===== src/rtl/cv_envelope_slew_generator_defines.svh =====
// ---------------------------------------------------------------------------
// cv_envelope_slew_generator_defines
// Assertion macros for the envelope and slew generator RTL.
// ---------------------------------------------------------------------------
`ifndef CV_ENVELOPE_SLEW_GENERATOR_DEFINES_SVH
`define CV_ENVELOPE_SLEW_GENERATOR_DEFINES_SVH

// same-cycle implication, clocked on clock, off during reset
`define CVESG_ASSERT_NOW(label, ante, cons, msg) \
   label: assert property (@(posedge clock) disable iff (reset) (ante) |-> (cons)) \
      else $error(msg);

// next-cycle implication, clocked on clock, off during reset
`define CVESG_ASSERT_NEXT(label, ante, cons, msg) \
   label: assert property (@(posedge clock) disable iff (reset) (ante) |=> (cons)) \
      else $error(msg);

`endif


===== src/rtl/cvesg_pkg.sv =====
// ---------------------------------------------------------------------------
// cvesg_pkg
// Shared widths, note constants, command, phase and register codes, and the full-scale helper.
// ---------------------------------------------------------------------------
package cvesg_pkg;

   localparam int LEVEL_W   = 16;
   localparam int ELAPSED_W = 17;
   localparam int LEN_W     = 17;
   localparam int PROD_W    = 33;
   localparam int DEPTH_W   = 5;
   localparam int CSR_AW    = 3;
   localparam int CSR_DW    = 32;

   localparam logic [LEVEL_W-1:0] NOTE_LOW  = 16'd24;
   localparam logic [LEVEL_W-1:0] NOTE_HIGH = 16'd72;
   localparam logic [LEVEL_W-1:0] NOTE_STEP = 16'(4000 / 48);

   // command codes
   localparam logic [2:0] OP_TICK    = 3'd0;
   localparam logic [2:0] OP_TRIGGER = 3'd1;
   localparam logic [2:0] OP_GATE    = 3'd2;
   localparam logic [2:0] OP_TGATE   = 3'd3;
   localparam logic [2:0] OP_SLEW    = 3'd4;
   localparam logic [2:0] OP_MIDI    = 3'd5;
   localparam logic [2:0] OP_AR      = 3'd6;

   // phase codes
   localparam logic [2:0] PH_IDLE    = 3'd0;
   localparam logic [2:0] PH_TRIGGER = 3'd1;
   localparam logic [2:0] PH_TGATE   = 3'd2;
   localparam logic [2:0] PH_GLIDE   = 3'd3;
   localparam logic [2:0] PH_ATTACK  = 3'd4;
   localparam logic [2:0] PH_RELEASE = 3'd5;

   // register indexes
   localparam logic REG_BIT_DEPTH = 1'b0;
   localparam logic REG_TRIG_LEN  = 1'b1;

   function automatic logic [LEVEL_W-1:0] full_scale(input logic [DEPTH_W-1:0] depth);
      logic [LEVEL_W:0] ones;
      begin
         ones = 17'd0;
         if (depth >= 5'd16) begin
            ones = 17'h0FFFF;
         end else begin
            ones = (17'd1 << depth) - 17'd1;
         end
         full_scale = ones[LEVEL_W-1:0];
      end
   endfunction

endpackage


===== src/rtl/cvesg_csr.sv =====
// ---------------------------------------------------------------------------
// cvesg_csr
// Configuration registers behind the APB-style port.
// ---------------------------------------------------------------------------
module cvesg_csr (
   input  logic                        clock,
   input  logic                        reset,
   input  logic                        psel,
   input  logic                        penable,
   input  logic                        pwrite,
   input  logic [cvesg_pkg::CSR_AW-1:0]  paddr,
   input  logic [cvesg_pkg::CSR_DW-1:0]  pwdata,
   output logic [cvesg_pkg::CSR_DW-1:0]  prdata,
   output logic                        pready,
   output logic [cvesg_pkg::DEPTH_W-1:0] bit_depth,
   output logic [cvesg_pkg::LEVEL_W-1:0] trig_len
);
   import cvesg_pkg::*;

   logic [DEPTH_W-1:0] bit_depth_ff, bit_depth_in;
   logic [LEVEL_W-1:0] trig_len_ff, trig_len_in;
   logic               wr_en;

   assign pready = 1'b1;
   assign wr_en  = psel & penable & pwrite;

   always_comb begin
      bit_depth_in = bit_depth_ff;
      trig_len_in  = trig_len_ff;
      if (wr_en) begin
         case (paddr[2])
            REG_BIT_DEPTH: bit_depth_in = pwdata[DEPTH_W-1:0];
            REG_TRIG_LEN:  trig_len_in  = pwdata[LEVEL_W-1:0];
            default: ;
         endcase
      end
   end

   always_ff @(posedge clock) begin
      if (reset) begin
         bit_depth_ff <= 5'd12;
         trig_len_ff  <= 16'd10;
      end else begin
         bit_depth_ff <= bit_depth_in;
         trig_len_ff  <= trig_len_in;
      end
   end

   always_comb begin
      case (paddr[2])
         REG_BIT_DEPTH: prdata = CSR_DW'(bit_depth_ff);
         REG_TRIG_LEN:  prdata = CSR_DW'(trig_len_ff);
         default:       prdata = '0;
      endcase
   end

   assign bit_depth = bit_depth_ff;
   assign trig_len  = trig_len_ff;

endmodule


===== src/rtl/cvesg_div.sv =====
// ---------------------------------------------------------------------------
// cvesg_div
// Restoring divider, one quotient bit per cycle, 16-bit quotient.
// ---------------------------------------------------------------------------
module cvesg_div (
   input  logic                        clock,
   input  logic                        reset,
   input  logic                        start,
   input  logic [cvesg_pkg::PROD_W-1:0]  num,
   input  logic [cvesg_pkg::LEN_W-1:0]   den,
   output logic                        done,
   output logic [cvesg_pkg::LEVEL_W-1:0] quot
);
   import cvesg_pkg::*;

   // num must be below den * 2^16 so the upper part starts below den
   logic               busy_ff, busy_in;
   logic               done_ff, done_in;
   logic [3:0]         count_ff, count_in;
   logic [LEN_W-1:0]   rem_ff, rem_in;
   logic [LEVEL_W-1:0] low_ff, low_in;
   logic [LEN_W-1:0]   den_ff, den_in;
   logic [LEN_W:0]     trial;

   assign trial = {rem_ff, low_ff[LEVEL_W-1]} - {1'b0, den_ff};

   always_comb begin
      busy_in  = busy_ff;
      done_in  = 1'b0;
      count_in = count_ff;
      rem_in   = rem_ff;
      low_in   = low_ff;
      den_in   = den_ff;
      if (start) begin
         busy_in  = 1'b1;
         count_in = '0;
         rem_in   = num[PROD_W-1:LEVEL_W];
         low_in   = num[LEVEL_W-1:0];
         den_in   = den;
      end else if (busy_ff) begin
         if (!trial[LEN_W]) begin
            rem_in = trial[LEN_W-1:0];
            low_in = {low_ff[LEVEL_W-2:0], 1'b1};
         end else begin
            rem_in = {rem_ff[LEN_W-2:0], low_ff[LEVEL_W-1]};
            low_in = {low_ff[LEVEL_W-2:0], 1'b0};
         end
         count_in = count_ff + 4'd1;
         if (count_ff == 4'd15) begin
            busy_in = 1'b0;
            done_in = 1'b1;
         end
      end
   end

   always_ff @(posedge clock) begin
      if (reset) begin
         busy_ff  <= 1'b0;
         done_ff  <= 1'b0;
         count_ff <= '0;
      end else begin
         busy_ff  <= busy_in;
         done_ff  <= done_in;
         count_ff <= count_in;
      end
      rem_ff <= rem_in;
      low_ff <= low_in;
      den_ff <= den_in;
   end

   assign done = done_ff;
   assign quot = low_ff;

endmodule


===== src/rtl/cv_envelope_slew_generator.sv =====
// ---------------------------------------------------------------------------
// cv_envelope_slew_generator
// Control-voltage source: triggers, gates, glides and attack-release envelopes.
// ---------------------------------------------------------------------------
// Usage:
//   req_* carries one command or 1 ms tick item; operation rides in req_tuser.
//   rsp_* returns exactly one item per request: the level after that item in
//   rsp_tdata and the phase in rsp_tuser.
//   csr_* is an APB-style port holding bit_depth (0x0) and trigger_length (0x4).
// Flow:
//   A command or a plain tick passes through the EXEC and FINISH states before
//   rsp_tvalid rises. A tick inside a glide, attack or release that has not
//   ended also passes MUL, LOAD and DIV: one multiply, then 16 steps in the
//   shared restoring divider. req_tready is high only while idle.
// Reset:
//   Synchronous, active high. Clears level, phase and all timers; bit_depth
//   returns to 12 and trigger_length to 10.
// Backpressure:
//   A finished item sits in the output register while rsp_tready is low; the
//   next request is still taken and computed, and waits before the output.
// ---------------------------------------------------------------------------
module cv_envelope_slew_generator (
   input  logic        clock,
   input  logic        reset,
   // request channel
   input  logic        req_tvalid,
   output logic        req_tready,
   input  logic [63:0] req_tdata,  // value[15:0], rise_time[31:16], fall_time[47:32],
                                   // gate_length[63:48]
   input  logic [2:0]  req_tuser,  // operation[2:0]
   // result channel
   output logic        rsp_tvalid,
   input  logic        rsp_tready,
   output logic [15:0] rsp_tdata,  // level[15:0]
   output logic [2:0]  rsp_tuser,  // phase[2:0]
   // configuration port
   input  logic                        csr_psel,
   input  logic                        csr_penable,
   input  logic                        csr_pwrite,
   input  logic [cvesg_pkg::CSR_AW-1:0] csr_paddr,
   input  logic [cvesg_pkg::CSR_DW-1:0] csr_pwdata,
   output logic [cvesg_pkg::CSR_DW-1:0] csr_prdata,
   output logic                        csr_pready
);
   import cvesg_pkg::*;

   `include "cv_envelope_slew_generator_defines.svh"

   typedef enum logic [2:0] {
      ST_IDLE,
      ST_EXEC,
      ST_MUL,
      ST_LOAD,
      ST_DIV,
      ST_FINISH
   } state_type;

   state_type state_ff, state_in;

   // latched request
   logic [2:0]         op_ff, op_in;
   logic [LEVEL_W-1:0] val_ff, val_in;
   logic [LEVEL_W-1:0] rise_ff, rise_in;
   logic [LEVEL_W-1:0] fall_ff, fall_in;
   logic [LEVEL_W-1:0] glen_ff, glen_in;

   // architectural state
   logic [2:0]           mode_ff, mode_in;
   logic [LEVEL_W-1:0]   out_ff, out_in;
   logic [LEVEL_W-1:0]   start_ff, start_in;
   logic [LEVEL_W-1:0]   goal_ff, goal_in;
   logic [LEVEL_W-1:0]   up_ff, up_in;
   logic [LEVEL_W-1:0]   down_ff, down_in;
   logic [LEVEL_W-1:0]   hold_ff, hold_in;
   logic [ELAPSED_W-1:0] elapsed_ff, elapsed_in;

   // interpolation datapath
   logic [LEN_W-1:0]   len_ff, len_in;
   logic               neg_ff, neg_in;
   logic [LEVEL_W-1:0] mag_ff, mag_in;
   logic [PROD_W-1:0]  prod_ff, prod_in;

   // output register
   logic               rsp_valid_ff, rsp_valid_in;
   logic [LEVEL_W-1:0] rsp_level_ff, rsp_level_in;
   logic [2:0]         rsp_phase_ff, rsp_phase_in;

   logic [DEPTH_W-1:0]   bit_depth;
   logic [LEVEL_W-1:0]   trig_len;
   logic [LEVEL_W-1:0]   fs;
   logic [ELAPSED_W-1:0] elapsed_inc;
   logic [LEN_W-1:0]     tick_len;
   logic [LEVEL_W-1:0]   note_clamp;
   logic [LEVEL_W-1:0]   note_goal;
   logic [LEVEL_W-1:0]   slew_goal;
   logic                 div_start;
   logic [PROD_W-1:0]    div_num;
   logic                 div_done;
   logic [LEVEL_W-1:0]   div_quot;

   cvesg_csr u_csr (
      .clock     (clock),
      .reset     (reset),
      .psel      (csr_psel),
      .penable   (csr_penable),
      .pwrite    (csr_pwrite),
      .paddr     (csr_paddr),
      .pwdata    (csr_pwdata),
      .prdata    (csr_prdata),
      .pready    (csr_pready),
      .bit_depth (bit_depth),
      .trig_len  (trig_len)
   );

   // numerator gets len-1 added on the negative side to round toward minus infinity
   assign div_num = prod_ff + (neg_ff ? PROD_W'(len_ff - 17'd1) : '0);

   cvesg_div u_div (
      .clock (clock),
      .reset (reset),
      .start (div_start),
      .num   (div_num),
      .den   (len_ff),
      .done  (div_done),
      .quot  (div_quot)
   );

   assign fs          = full_scale(bit_depth);
   assign elapsed_inc = (elapsed_ff == '1) ? elapsed_ff : elapsed_ff + 17'd1;
   assign note_clamp  = (val_ff < NOTE_LOW) ? NOTE_LOW :
                        ((val_ff > NOTE_HIGH) ? NOTE_HIGH : val_ff);
   assign note_goal   = (note_clamp - NOTE_LOW) * NOTE_STEP;
   assign slew_goal   = (val_ff > fs) ? fs : val_ff;

   // glide length for the current mode, time + 1
   always_comb begin
      case (mode_ff)
         PH_GLIDE:   tick_len = (goal_ff > start_ff) ? {1'b0, up_ff} + 17'd1
                                                     : {1'b0, down_ff} + 17'd1;
         PH_ATTACK:  tick_len = {1'b0, up_ff} + 17'd1;
         PH_RELEASE: tick_len = {1'b0, down_ff} + 17'd1;
         default:    tick_len = {1'b0, down_ff} + 17'd1;
      endcase
   end

   always_comb begin
      state_in   = state_ff;
      op_in      = op_ff;
      val_in     = val_ff;
      rise_in    = rise_ff;
      fall_in    = fall_ff;
      glen_in    = glen_ff;
      mode_in    = mode_ff;
      out_in     = out_ff;
      start_in   = start_ff;
      goal_in    = goal_ff;
      up_in      = up_ff;
      down_in    = down_ff;
      hold_in    = hold_ff;
      elapsed_in = elapsed_ff;
      len_in     = len_ff;
      neg_in     = neg_ff;
      mag_in     = mag_ff;
      prod_in    = prod_ff;
      div_start  = 1'b0;
      // drop the output item once taken
      rsp_valid_in = rsp_valid_ff & ~rsp_tready;
      rsp_level_in = rsp_level_ff;
      rsp_phase_in = rsp_phase_ff;

      case (state_ff)
         ST_IDLE: begin
            if (req_tvalid) begin
               op_in    = req_tuser;
               val_in   = req_tdata[15:0];
               rise_in  = req_tdata[31:16];
               fall_in  = req_tdata[47:32];
               glen_in  = req_tdata[63:48];
               state_in = ST_EXEC;
            end
         end

         ST_EXEC: begin
            state_in = ST_FINISH;
            case (op_ff)
               OP_TICK: begin
                  elapsed_in = elapsed_inc;
                  case (mode_ff)
                     PH_TRIGGER: begin
                        if (elapsed_inc > {1'b0, trig_len}) begin
                           out_in  = '0;
                           mode_in = PH_IDLE;
                        end
                     end
                     PH_TGATE: begin
                        if (elapsed_inc > {1'b0, hold_ff}) begin
                           out_in  = '0;
                           mode_in = PH_IDLE;
                        end
                     end
                     PH_GLIDE, PH_ATTACK, PH_RELEASE: begin
                        if (elapsed_inc > tick_len) begin
                           // glide over: land on the end point
                           if (mode_ff == PH_GLIDE) begin
                              out_in  = goal_ff;
                              mode_in = PH_IDLE;
                           end else if (mode_ff == PH_ATTACK) begin
                              out_in     = fs;
                              start_in   = fs;
                              goal_in    = '0;
                              elapsed_in = '0;
                              mode_in    = PH_RELEASE;
                           end else begin
                              out_in  = '0;
                              mode_in = PH_IDLE;
                           end
                        end else begin
                           // interpolate through the shared divider
                           len_in   = tick_len;
                           neg_in   = goal_ff < start_ff;
                           mag_in   = (goal_ff < start_ff) ? start_ff - goal_ff
                                                           : goal_ff - start_ff;
                           state_in = ST_MUL;
                        end
                     end
                     default: ;
                  endcase
               end
               OP_TRIGGER: begin
                  out_in     = fs;
                  elapsed_in = '0;
                  mode_in    = PH_TRIGGER;
               end
               OP_GATE: begin
                  out_in  = (val_ff != '0) ? fs : '0;
                  mode_in = PH_IDLE;
               end
               OP_TGATE: begin
                  out_in     = (val_ff != '0) ? fs : '0;
                  hold_in    = glen_ff;
                  elapsed_in = '0;
                  mode_in    = PH_TGATE;
               end
               OP_SLEW: begin
                  start_in   = out_ff;
                  goal_in    = slew_goal;
                  up_in      = rise_ff;
                  down_in    = fall_ff;
                  elapsed_in = '0;
                  mode_in    = PH_GLIDE;
               end
               OP_MIDI: begin
                  start_in   = out_ff;
                  goal_in    = note_goal;
                  up_in      = '0;
                  down_in    = '0;
                  elapsed_in = '0;
                  mode_in    = PH_GLIDE;
               end
               OP_AR: begin
                  start_in   = '0;
                  out_in     = '0;
                  goal_in    = fs;
                  up_in      = rise_ff;
                  down_in    = fall_ff;
                  elapsed_in = '0;
                  mode_in    = PH_ATTACK;
               end
               default: ;
            endcase
         end

         ST_MUL: begin
            prod_in  = PROD_W'(mag_ff) * PROD_W'(elapsed_ff);
            state_in = ST_LOAD;
         end

         ST_LOAD: begin
            div_start = 1'b1;
            state_in  = ST_DIV;
         end

         ST_DIV: begin
            if (div_done) begin
               out_in   = neg_ff ? start_ff - div_quot : start_ff + div_quot;
               state_in = ST_FINISH;
            end
         end

         ST_FINISH: begin
            // hold until the output register is free
            if (!rsp_valid_ff || rsp_tready) begin
               rsp_valid_in = 1'b1;
               rsp_level_in = out_ff;
               rsp_phase_in = mode_ff;
               state_in     = ST_IDLE;
            end
         end

         default: state_in = ST_IDLE;
      endcase
   end

   always_ff @(posedge clock) begin
      if (reset) begin
         state_ff     <= ST_IDLE;
         mode_ff      <= PH_IDLE;
         out_ff       <= '0;
         start_ff     <= '0;
         goal_ff      <= '0;
         up_ff        <= '0;
         down_ff      <= '0;
         hold_ff      <= '0;
         elapsed_ff   <= '0;
         rsp_valid_ff <= 1'b0;
      end else begin
         state_ff     <= state_in;
         mode_ff      <= mode_in;
         out_ff       <= out_in;
         start_ff     <= start_in;
         goal_ff      <= goal_in;
         up_ff        <= up_in;
         down_ff      <= down_in;
         hold_ff      <= hold_in;
         elapsed_ff   <= elapsed_in;
         rsp_valid_ff <= rsp_valid_in;
      end
      op_ff        <= op_in;
      val_ff       <= val_in;
      rise_ff      <= rise_in;
      fall_ff      <= fall_in;
      glen_ff      <= glen_in;
      len_ff       <= len_in;
      neg_ff       <= neg_in;
      mag_ff       <= mag_in;
      prod_ff      <= prod_in;
      rsp_level_ff <= rsp_level_in;
      rsp_phase_ff <= rsp_phase_in;
   end

   assign req_tready = (state_ff == ST_IDLE);
   assign rsp_tvalid = rsp_valid_ff;
   assign rsp_tdata  = rsp_level_ff;
   assign rsp_tuser  = rsp_phase_ff;

   `CVESG_ASSERT_NEXT(a_busy_after_accept, req_tvalid && req_tready, !req_tready,
      "request taken while a previous item is in flight")
   `CVESG_ASSERT_NOW(a_div_done_in_div, div_done, state_ff == ST_DIV,
      "divider finished outside the divide step")
   `CVESG_ASSERT_NOW(a_rsp_from_finish, $rose(rsp_tvalid), $past(state_ff == ST_FINISH),
      "result item raised without a finished computation")

endmodule


===== config.mk =====
export PLATFORM = sky130hd
export DESIGN_NAME = cv_envelope_slew_generator
export DESIGN_NICKNAME = d
export VERILOG_FILES = /design/src/rtl/cvesg_pkg.sv /design/src/rtl/cvesg_csr.sv /design/src/rtl/cvesg_div.sv /design/src/rtl/cv_envelope_slew_generator.sv
export VERILOG_INCLUDE_DIRS = /design/src /design/src/rtl
export SDC_FILE = /design/constraint.sdc
export NUM_CORES = 2
export LEC_CHECK = 0
export ABC_AREA = 1
export CORE_UTILIZATION = 60
export CTS_BUF_LIST = sky130_fd_sc_hd__clkbuf_2 sky130_fd_sc_hd__clkbuf_4 sky130_fd_sc_hd__clkbuf_8
export DETAILED_ROUTE_END_ITERATION = 12
export DONT_BUFFER_PORTS = 1
export PLACE_DENSITY = 0.82
export SETUP_SLACK_MARGIN = 0.5
export SLEW_MARGIN = 10
export SYNTH_ARGS = -nofsm -noshare
export SYNTH_HDL_FRONTEND = slang
export SYNTH_HIERARCHICAL = 1
export SYNTH_SLANG_ARGS = --single-unit

===== constraint.sdc =====
create_clock -name clock -period 7.3 [get_ports clock]
set_input_delay 2.19 -clock clock [delete_from_list [all_inputs] [get_ports clock]]
set_output_delay 2.19 -clock clock [all_outputs]
set_load 0.05 [all_outputs]

== Word-level counts from Yosys, hierarchy flattened ==
Index checks and enable logic that the tools add are counted.

* Output and inout port bits: 54
* Logic and storage cells: 192
* Input bits: 109
* Register bits: 350

* Multipliers: 2
* Magnitude comparators: 9
* Shifts and indexed selects: 1
* Equal/unequal tests: 34
* Bitwise gates (word level): 7
* Add/sub/neg operators: 13
* Multiplexer cells: 65
* Reduce and logical (&&, ||, !) cells: 32

{| class="wikitable"
|+ Operator list
! cell !! number
|-
| $mux W16 || 23
|-
| $mux W17 || 9
|-
| $pmux W16 S4 || 2
|-
| $pmux W16 S2 || 3
|-
| $pmux W16 S3 || 2
|-
| $pmux W17 S2 || 2
|-
| $pmux W32 S2 || 1
|-
| $sub A16 B16 Y16 || 3
|-
| $pmux W3 S6 || 2
|-
| $add A16 B1 Y17 const B || 2
|-
| $gt A17 B16 Y1 || 2
|-
| $add A33 B33 Y33 || 1
|-
| $mul A16 B17 Y33 || 1
|-
| $mux W3 || 11
|-
| $mux W33 || 1
|-
| $gt A16 B16 Y1 || 2
|-
| $eq A3 B3 Y1 const B || 7
|-
| $eq A3 B2 Y1 const B || 6
|-
| $reduce_and A6 Y1 || 3
|-
| $sub A17 B1 Y18 const B || 1
|-
| $sub A18 B17 Y18 || 1
|-
| $add A17 B1 Y17 const B || 1
|-
| $eq A17 B17 Y1 const B || 1
|-
| $gt A17 B17 Y1 || 1
|-
| 37 further kinds || 75
|}

== Logic depth before layout (Yosys ltp) ==
* Word-level depth: 9
* Depth in mapped cells: 32
* Depth with buffers taken out: 31

== Hierarchy ==
Netlist, hierarchy kept.

{| class="wikitable"
|+ Modules (own cells, without submodules)
! module !! sequential area each (um^2) !! cells an instance !! instances !! area each (um^2)
|-
| cv_envelope_slew_generator || 6996.7 || 3682 || 1 || 28952.8
|-
| cvesg_div || 1621.6 || 487 || 1 || 3910.0
|-
| cvesg_csr || 420.4 || 190 || 1 || 1251.2
|}

== Worst setup path after synthesis ==
OpenSTA, ideal clock, no wires.

* Path type: reg2reg
* From: register elapsed_ff[6]
* To: register prod_ff[29], data pin
* Cell stages (with the launch flop): 27
* Buffers on the path: 2
* Slack: 1.382 ns
* Arrival: 5.653 ns
* Required time: 7.035 ns
* Library setup time: 0.265 ns
* Clock period less this slack: 5.918 ns
* Cell sequence: dfxtp_1 > clkbuf_1 > clkbuf_1 > nand2_1 > fa_1 > inv_1 > fa_1 > inv_1 > fa_1 > fa_1 > inv_1 > fa_1 > inv_1 > fa_1 > inv_1 > ha_1 > nand2_1 > inv_1 > a211oi_1 > nand2_1 > nand2_1 > nand3_1 > nand2_1 > nand2_1 > a21oi_1 > o21ai_0 > xor2_1

* Cells in the longest elaborated chain, start to end: 1

{| class="wikitable"
|+ Ends and longest elaborated chain
! element !! line !! RTL
|-
| start: declaration || cv_envelope_slew_generator.sv:75 || <nowiki>logic [ELAPSED_W-1:0] elapsed_ff, elapsed_in;</nowiki>
|-
| start signal: assignment || cv_envelope_slew_generator.sv:325 || <nowiki>elapsed_ff <= elapsed_in;</nowiki>
|-
| $mul A16 B17 Y33 || cv_envelope_slew_generator.sv:274 || <nowiki>prod_in = PROD_W'(mag_ff) * PROD_W'(elapsed_ff);</nowiki>
|-
| end signal: assignment || cv_envelope_slew_generator.sv:336 || <nowiki>prod_ff <= prod_in;</nowiki>
|-
| end: declaration || cv_envelope_slew_generator.sv:81 || <nowiki>logic [PROD_W-1:0] prod_ff, prod_in;</nowiki>
|}

Every way passes these cells.
A chain may end at the register's enable or synchronous reset.

== Worst setup path in the final report ==
* From: register elapsed_ff[3]
* To: register prod_ff[29], data pin

Same word-level chain as after synthesis.

==> results.cfg <==
[run_status]
outcome = finished, final reports clean

[drt]
drt_iter0_drc = 2210
antenna_left = 0
wl_per_cell_um = 16.4
detail_route.first_pass.iterations = 8
routed_via_density = 5.52
drc = 0
wirelength_um = 84100
vias = 28269

[grt]
first_global_vias = 26808
busiest_layer = met2
grt_pass1_wl_um = 135000
use_met3 = 0.0651
grt_max_degree = 79
grtUsageTotal = 0.295
grt_antenna_before_repair = 2
globalRouteMet1Util = 0.390
gr-total-overflow = 0
grtUsageMet2 = 0.472

[synth]
syn_avg_cell_area_um2 = 7.83
seq_area_frac_synth = 0.265
netlist_area_mm2 = 0.0341
syn_inst = 4359
yosys-mux-area-fraction = 0.00117
yosysUniqueCellTypes = 78
synth_edf_count = 203
async_flop_share = 0
synth_compound_area_frac = 0.106
ys_seq_elements = 350
synth_ff_type = edfxtp_1
synth-xor-area-share = 0.0405
synth_top_family_by_area = adder cells
yosysWarnings = 6
synth-simple-area-share = 0.214
synth_fa_ha_area_frac = 0.251

[setup_path]
cp_top_family = adder cells
critical_path_class = reg -> reg
slowest_stage = dfxtp_1
reg2reg_depth = 22
r2r_end = prod_ff[29]
r2r_slack_ns = 0.84
worstSetupEndpointType = register
slowest_delay_ns = 0.92
crit_chain = nand2_1 > fa_1 > inv_1 > fa_1 > fa_1 > inv_1 > fa_1 > fa_1 > inv_1 > fa_1 > ha_1 > nand2_1 > inv_1 > nand3_1 > nor3_1 > nand4_1 > nand3_1 > nand2_1 > nand2_1 > a21oi_1 > o21ai_0 > xor2_1
crit_path_start_kind = register
crit_arrival_ns = 6.86
regToRegStartpoint = elapsed_ff[3]
worst_path_most_repeated_cell = fa_1
crit_fanout = 21
cp_num_buf_inv = 4
cp_data_required_time_ns = 7.70

[pwr]
switching_share = 0.407
power_density_mw_per_mm2 = 199
combPwrFrac = 0.376
p_int_mw = 4.20
power_leakage_nw = 18.0
switching_power_mw = 2.88
clockPowerShare = 0.253
irDropWorstVdd_uv = 248
seq_power_share = 0.372

[hold_path]
hold_path_end = up_ff[12]
hp-class = reg -> reg
holdPathStages = 2
min_from = up_ff[12]

[timing]
report.final.slew_viol_count = 0
rsz0062_at_grt = no
max_freq_ghz = 0.155
hold_ws_ns = 0.462
setup_tns_ns = 0
fin_worst_skew_ns = 0.0477
finalHoldViolCount = 0
post-route-period-util = 0.885
tightest_slew_ns = 1.22
setup_viol = 0
finalCriticalPeriod_ns = 6.46
slew_headroom = 0.185

[clock_tree]
cts.clk_slew.worst_paths_ns = 0.06
cts_root_buf = clkbuf_8
cts_buffers = 57
insertion_delay_ns = 0.69
ctsHoldBuffers = 0
h-tree-depth = 2
cts_setup_buffers = 0
ctsLongestPathBuffers = 3
postCtsResizedCells = 0
cts_num_sinks = 350
cts_tree = built

[die]
fp.dieArea_mm2 = 0.0578
dieHeight_um = 240
die_w_um = 240
io_pins = 163
initial_core_util = 0.606
coreArea_mm2 = 0.0563
rows = 87

[finish]
fillers = 4812
drive_above_1_share = 0.0736
layout_common_cells = 977 x nand2_1, 839 x inv_1, 317 x ha_1
final_common_cell = nand2_1
postLayoutCoreUtil = 0.634
layout.nets = 4971
area_growth_pct = 4.53

[job]
cap_violations = 0

[place]
post-dp-hpwl_um = 67200
gp_congestion = 1.01
io_buffers = 0
-- synth_stat cells (all sizes together) (8+ instances only) --
cell type / n / area, um2
nor4: 13 / 109
xnor2: 38 / 333
o22ai: 13 / 81.3
nand3: 191 / 1160
a211oi: 9 / 67.6
clkbuf: 82 / 338
o31ai: 9 / 67.6
nand2: 1011 / 3930
edfxtp: 203 / 6100
o211ai: 10 / 80.1
inv: 869 / 3270
nor3: 47 / 292
a22oi: 18 / 135
a21o: 10 / 75.1
o21bai: 12 / 93.8
a21oi: 296 / 1530
a221oi: 8 / 70.1
xor2: 119 / 1050
ha: 317 / 3970
nor2: 326 / 1410
a31oi: 15 / 93.8
buf: 70 / 534
fa: 230 / 4600
nand4: 32 / 206
nand3b: 9 / 80.1
o21a: 15 / 113
o21ai: 188 / 1000
dfxtp: 147 / 2940
-- layout make-up --
class                   count  area, um2  area share
diodes                      1       2.50   0.0000702
flip-flops and latches    350       9040       0.254
inverters                 873       3280      0.0921
clock buffers              68        867      0.0243
repair buffers             23        173     0.00484
multi-input cells        3010      21000       0.590
well taps                 756        946      0.0265
clock inverters            38        298     0.00835
-- stage by stage --
stage | instance area (um2) | worst slack, ns | cells | power (mW)
6_report | 35700 | 0.841 | 5119 | 7.08
5_1_grt | 35700 | 0.524 | 5119 | 7.48
4_1_cts | 35700 | 0.822 | 5118 | 7.06
3_5_place_dp | 34500 | 0.817 | 5012 | 5.27
3_3_place_gp | 34500 | 0.947 | 5012 | 5.22
2_1_floorplan | 34200 | 1.38 | 4385 | 4.71
-- how the worst max path moves through the flow --
stage / start / depth (start not counted) / end
2_1_floorplan: elapsed_ff[6] / 26 / prod_ff[29]
3_3_place_gp: elapsed_ff[5] / 23 / prod_ff[29]
3_5_place_dp: elapsed_ff[5] / 23 / prod_ff[29]
4_1_cts: elapsed_ff[5] / 23 / prod_ff[29]
5_1_grt: elapsed_ff[3] / 22 / prod_ff[29]
6_report: elapsed_ff[3] / 22 / prod_ff[29]
-- flip-flops by register name (all words and copies together) (netlist names), 17 cells and up --
signal,count
len_ff,17
u_div/rem_ff,17
prod_ff,33
u_div/den_ff,17
elapsed_ff,17
-- logic make-up (layout without fill, tap and decap cells) --
family	after synthesis	in the layout
and+or+nand+nor	1645	1645
AOI/OAI and AO/OA	627	627
DFF	350	350
adders and majority gates	547	547
buffers and inverters	1025	1002
other	4	31
xor gates and xnor gates	157	157
muxes	4	4
-- worst reg2reg max path: stages, from the launching register on --
cell and delay [ns]:
dfxtp_1 0.92, nand2_1 0.18, fa_1 0.57, inv_1 0.05, fa_1 0.50, fa_1 0.55
inv_1 0.06, fa_1 0.52, fa_1 0.54, inv_1 0.05, fa_1 0.42, ha_1 0.35
nand2_1 0.09, inv_1 0.09, nand3_1 0.10, nor3_1 0.22, nand4_1 0.12, nand3_1 0.17
nand2_1 0.07, nand2_1 0.12, a21oi_1 0.12, o21ai_0 0.24, xor2_1 0.12
-- power groups by stage --
| stage | combinational [mW] | clock, mW | sequential [mW] |
|---|---|---|---|
| 6_report | 2.66 | 1.79 | 2.63 |
| 2_1_floorplan | 2.12 | 0 | 2.59 |
| 5_1_grt | 2.93 | 1.90 | 2.65 |
| 3_5_place_dp | 2.60 | 0 | 2.66 |
| 4_1_cts | 2.62 | 1.82 | 2.62 |
| 3_3_place_gp | 2.56 | 0 | 2.66 |
-- metal layers --
| metal | vias up | wire length [um] |
|---|---|---|
| met1 | 13180 | 35300 |
| met4 | 2 | 3120 |
| met3 | 221 | 7800 |
| li1 | 13687 | - |
| met5 | - | 11 |
| met2 | 1179 | 37900 |
(Power assumes the default switching activity.)
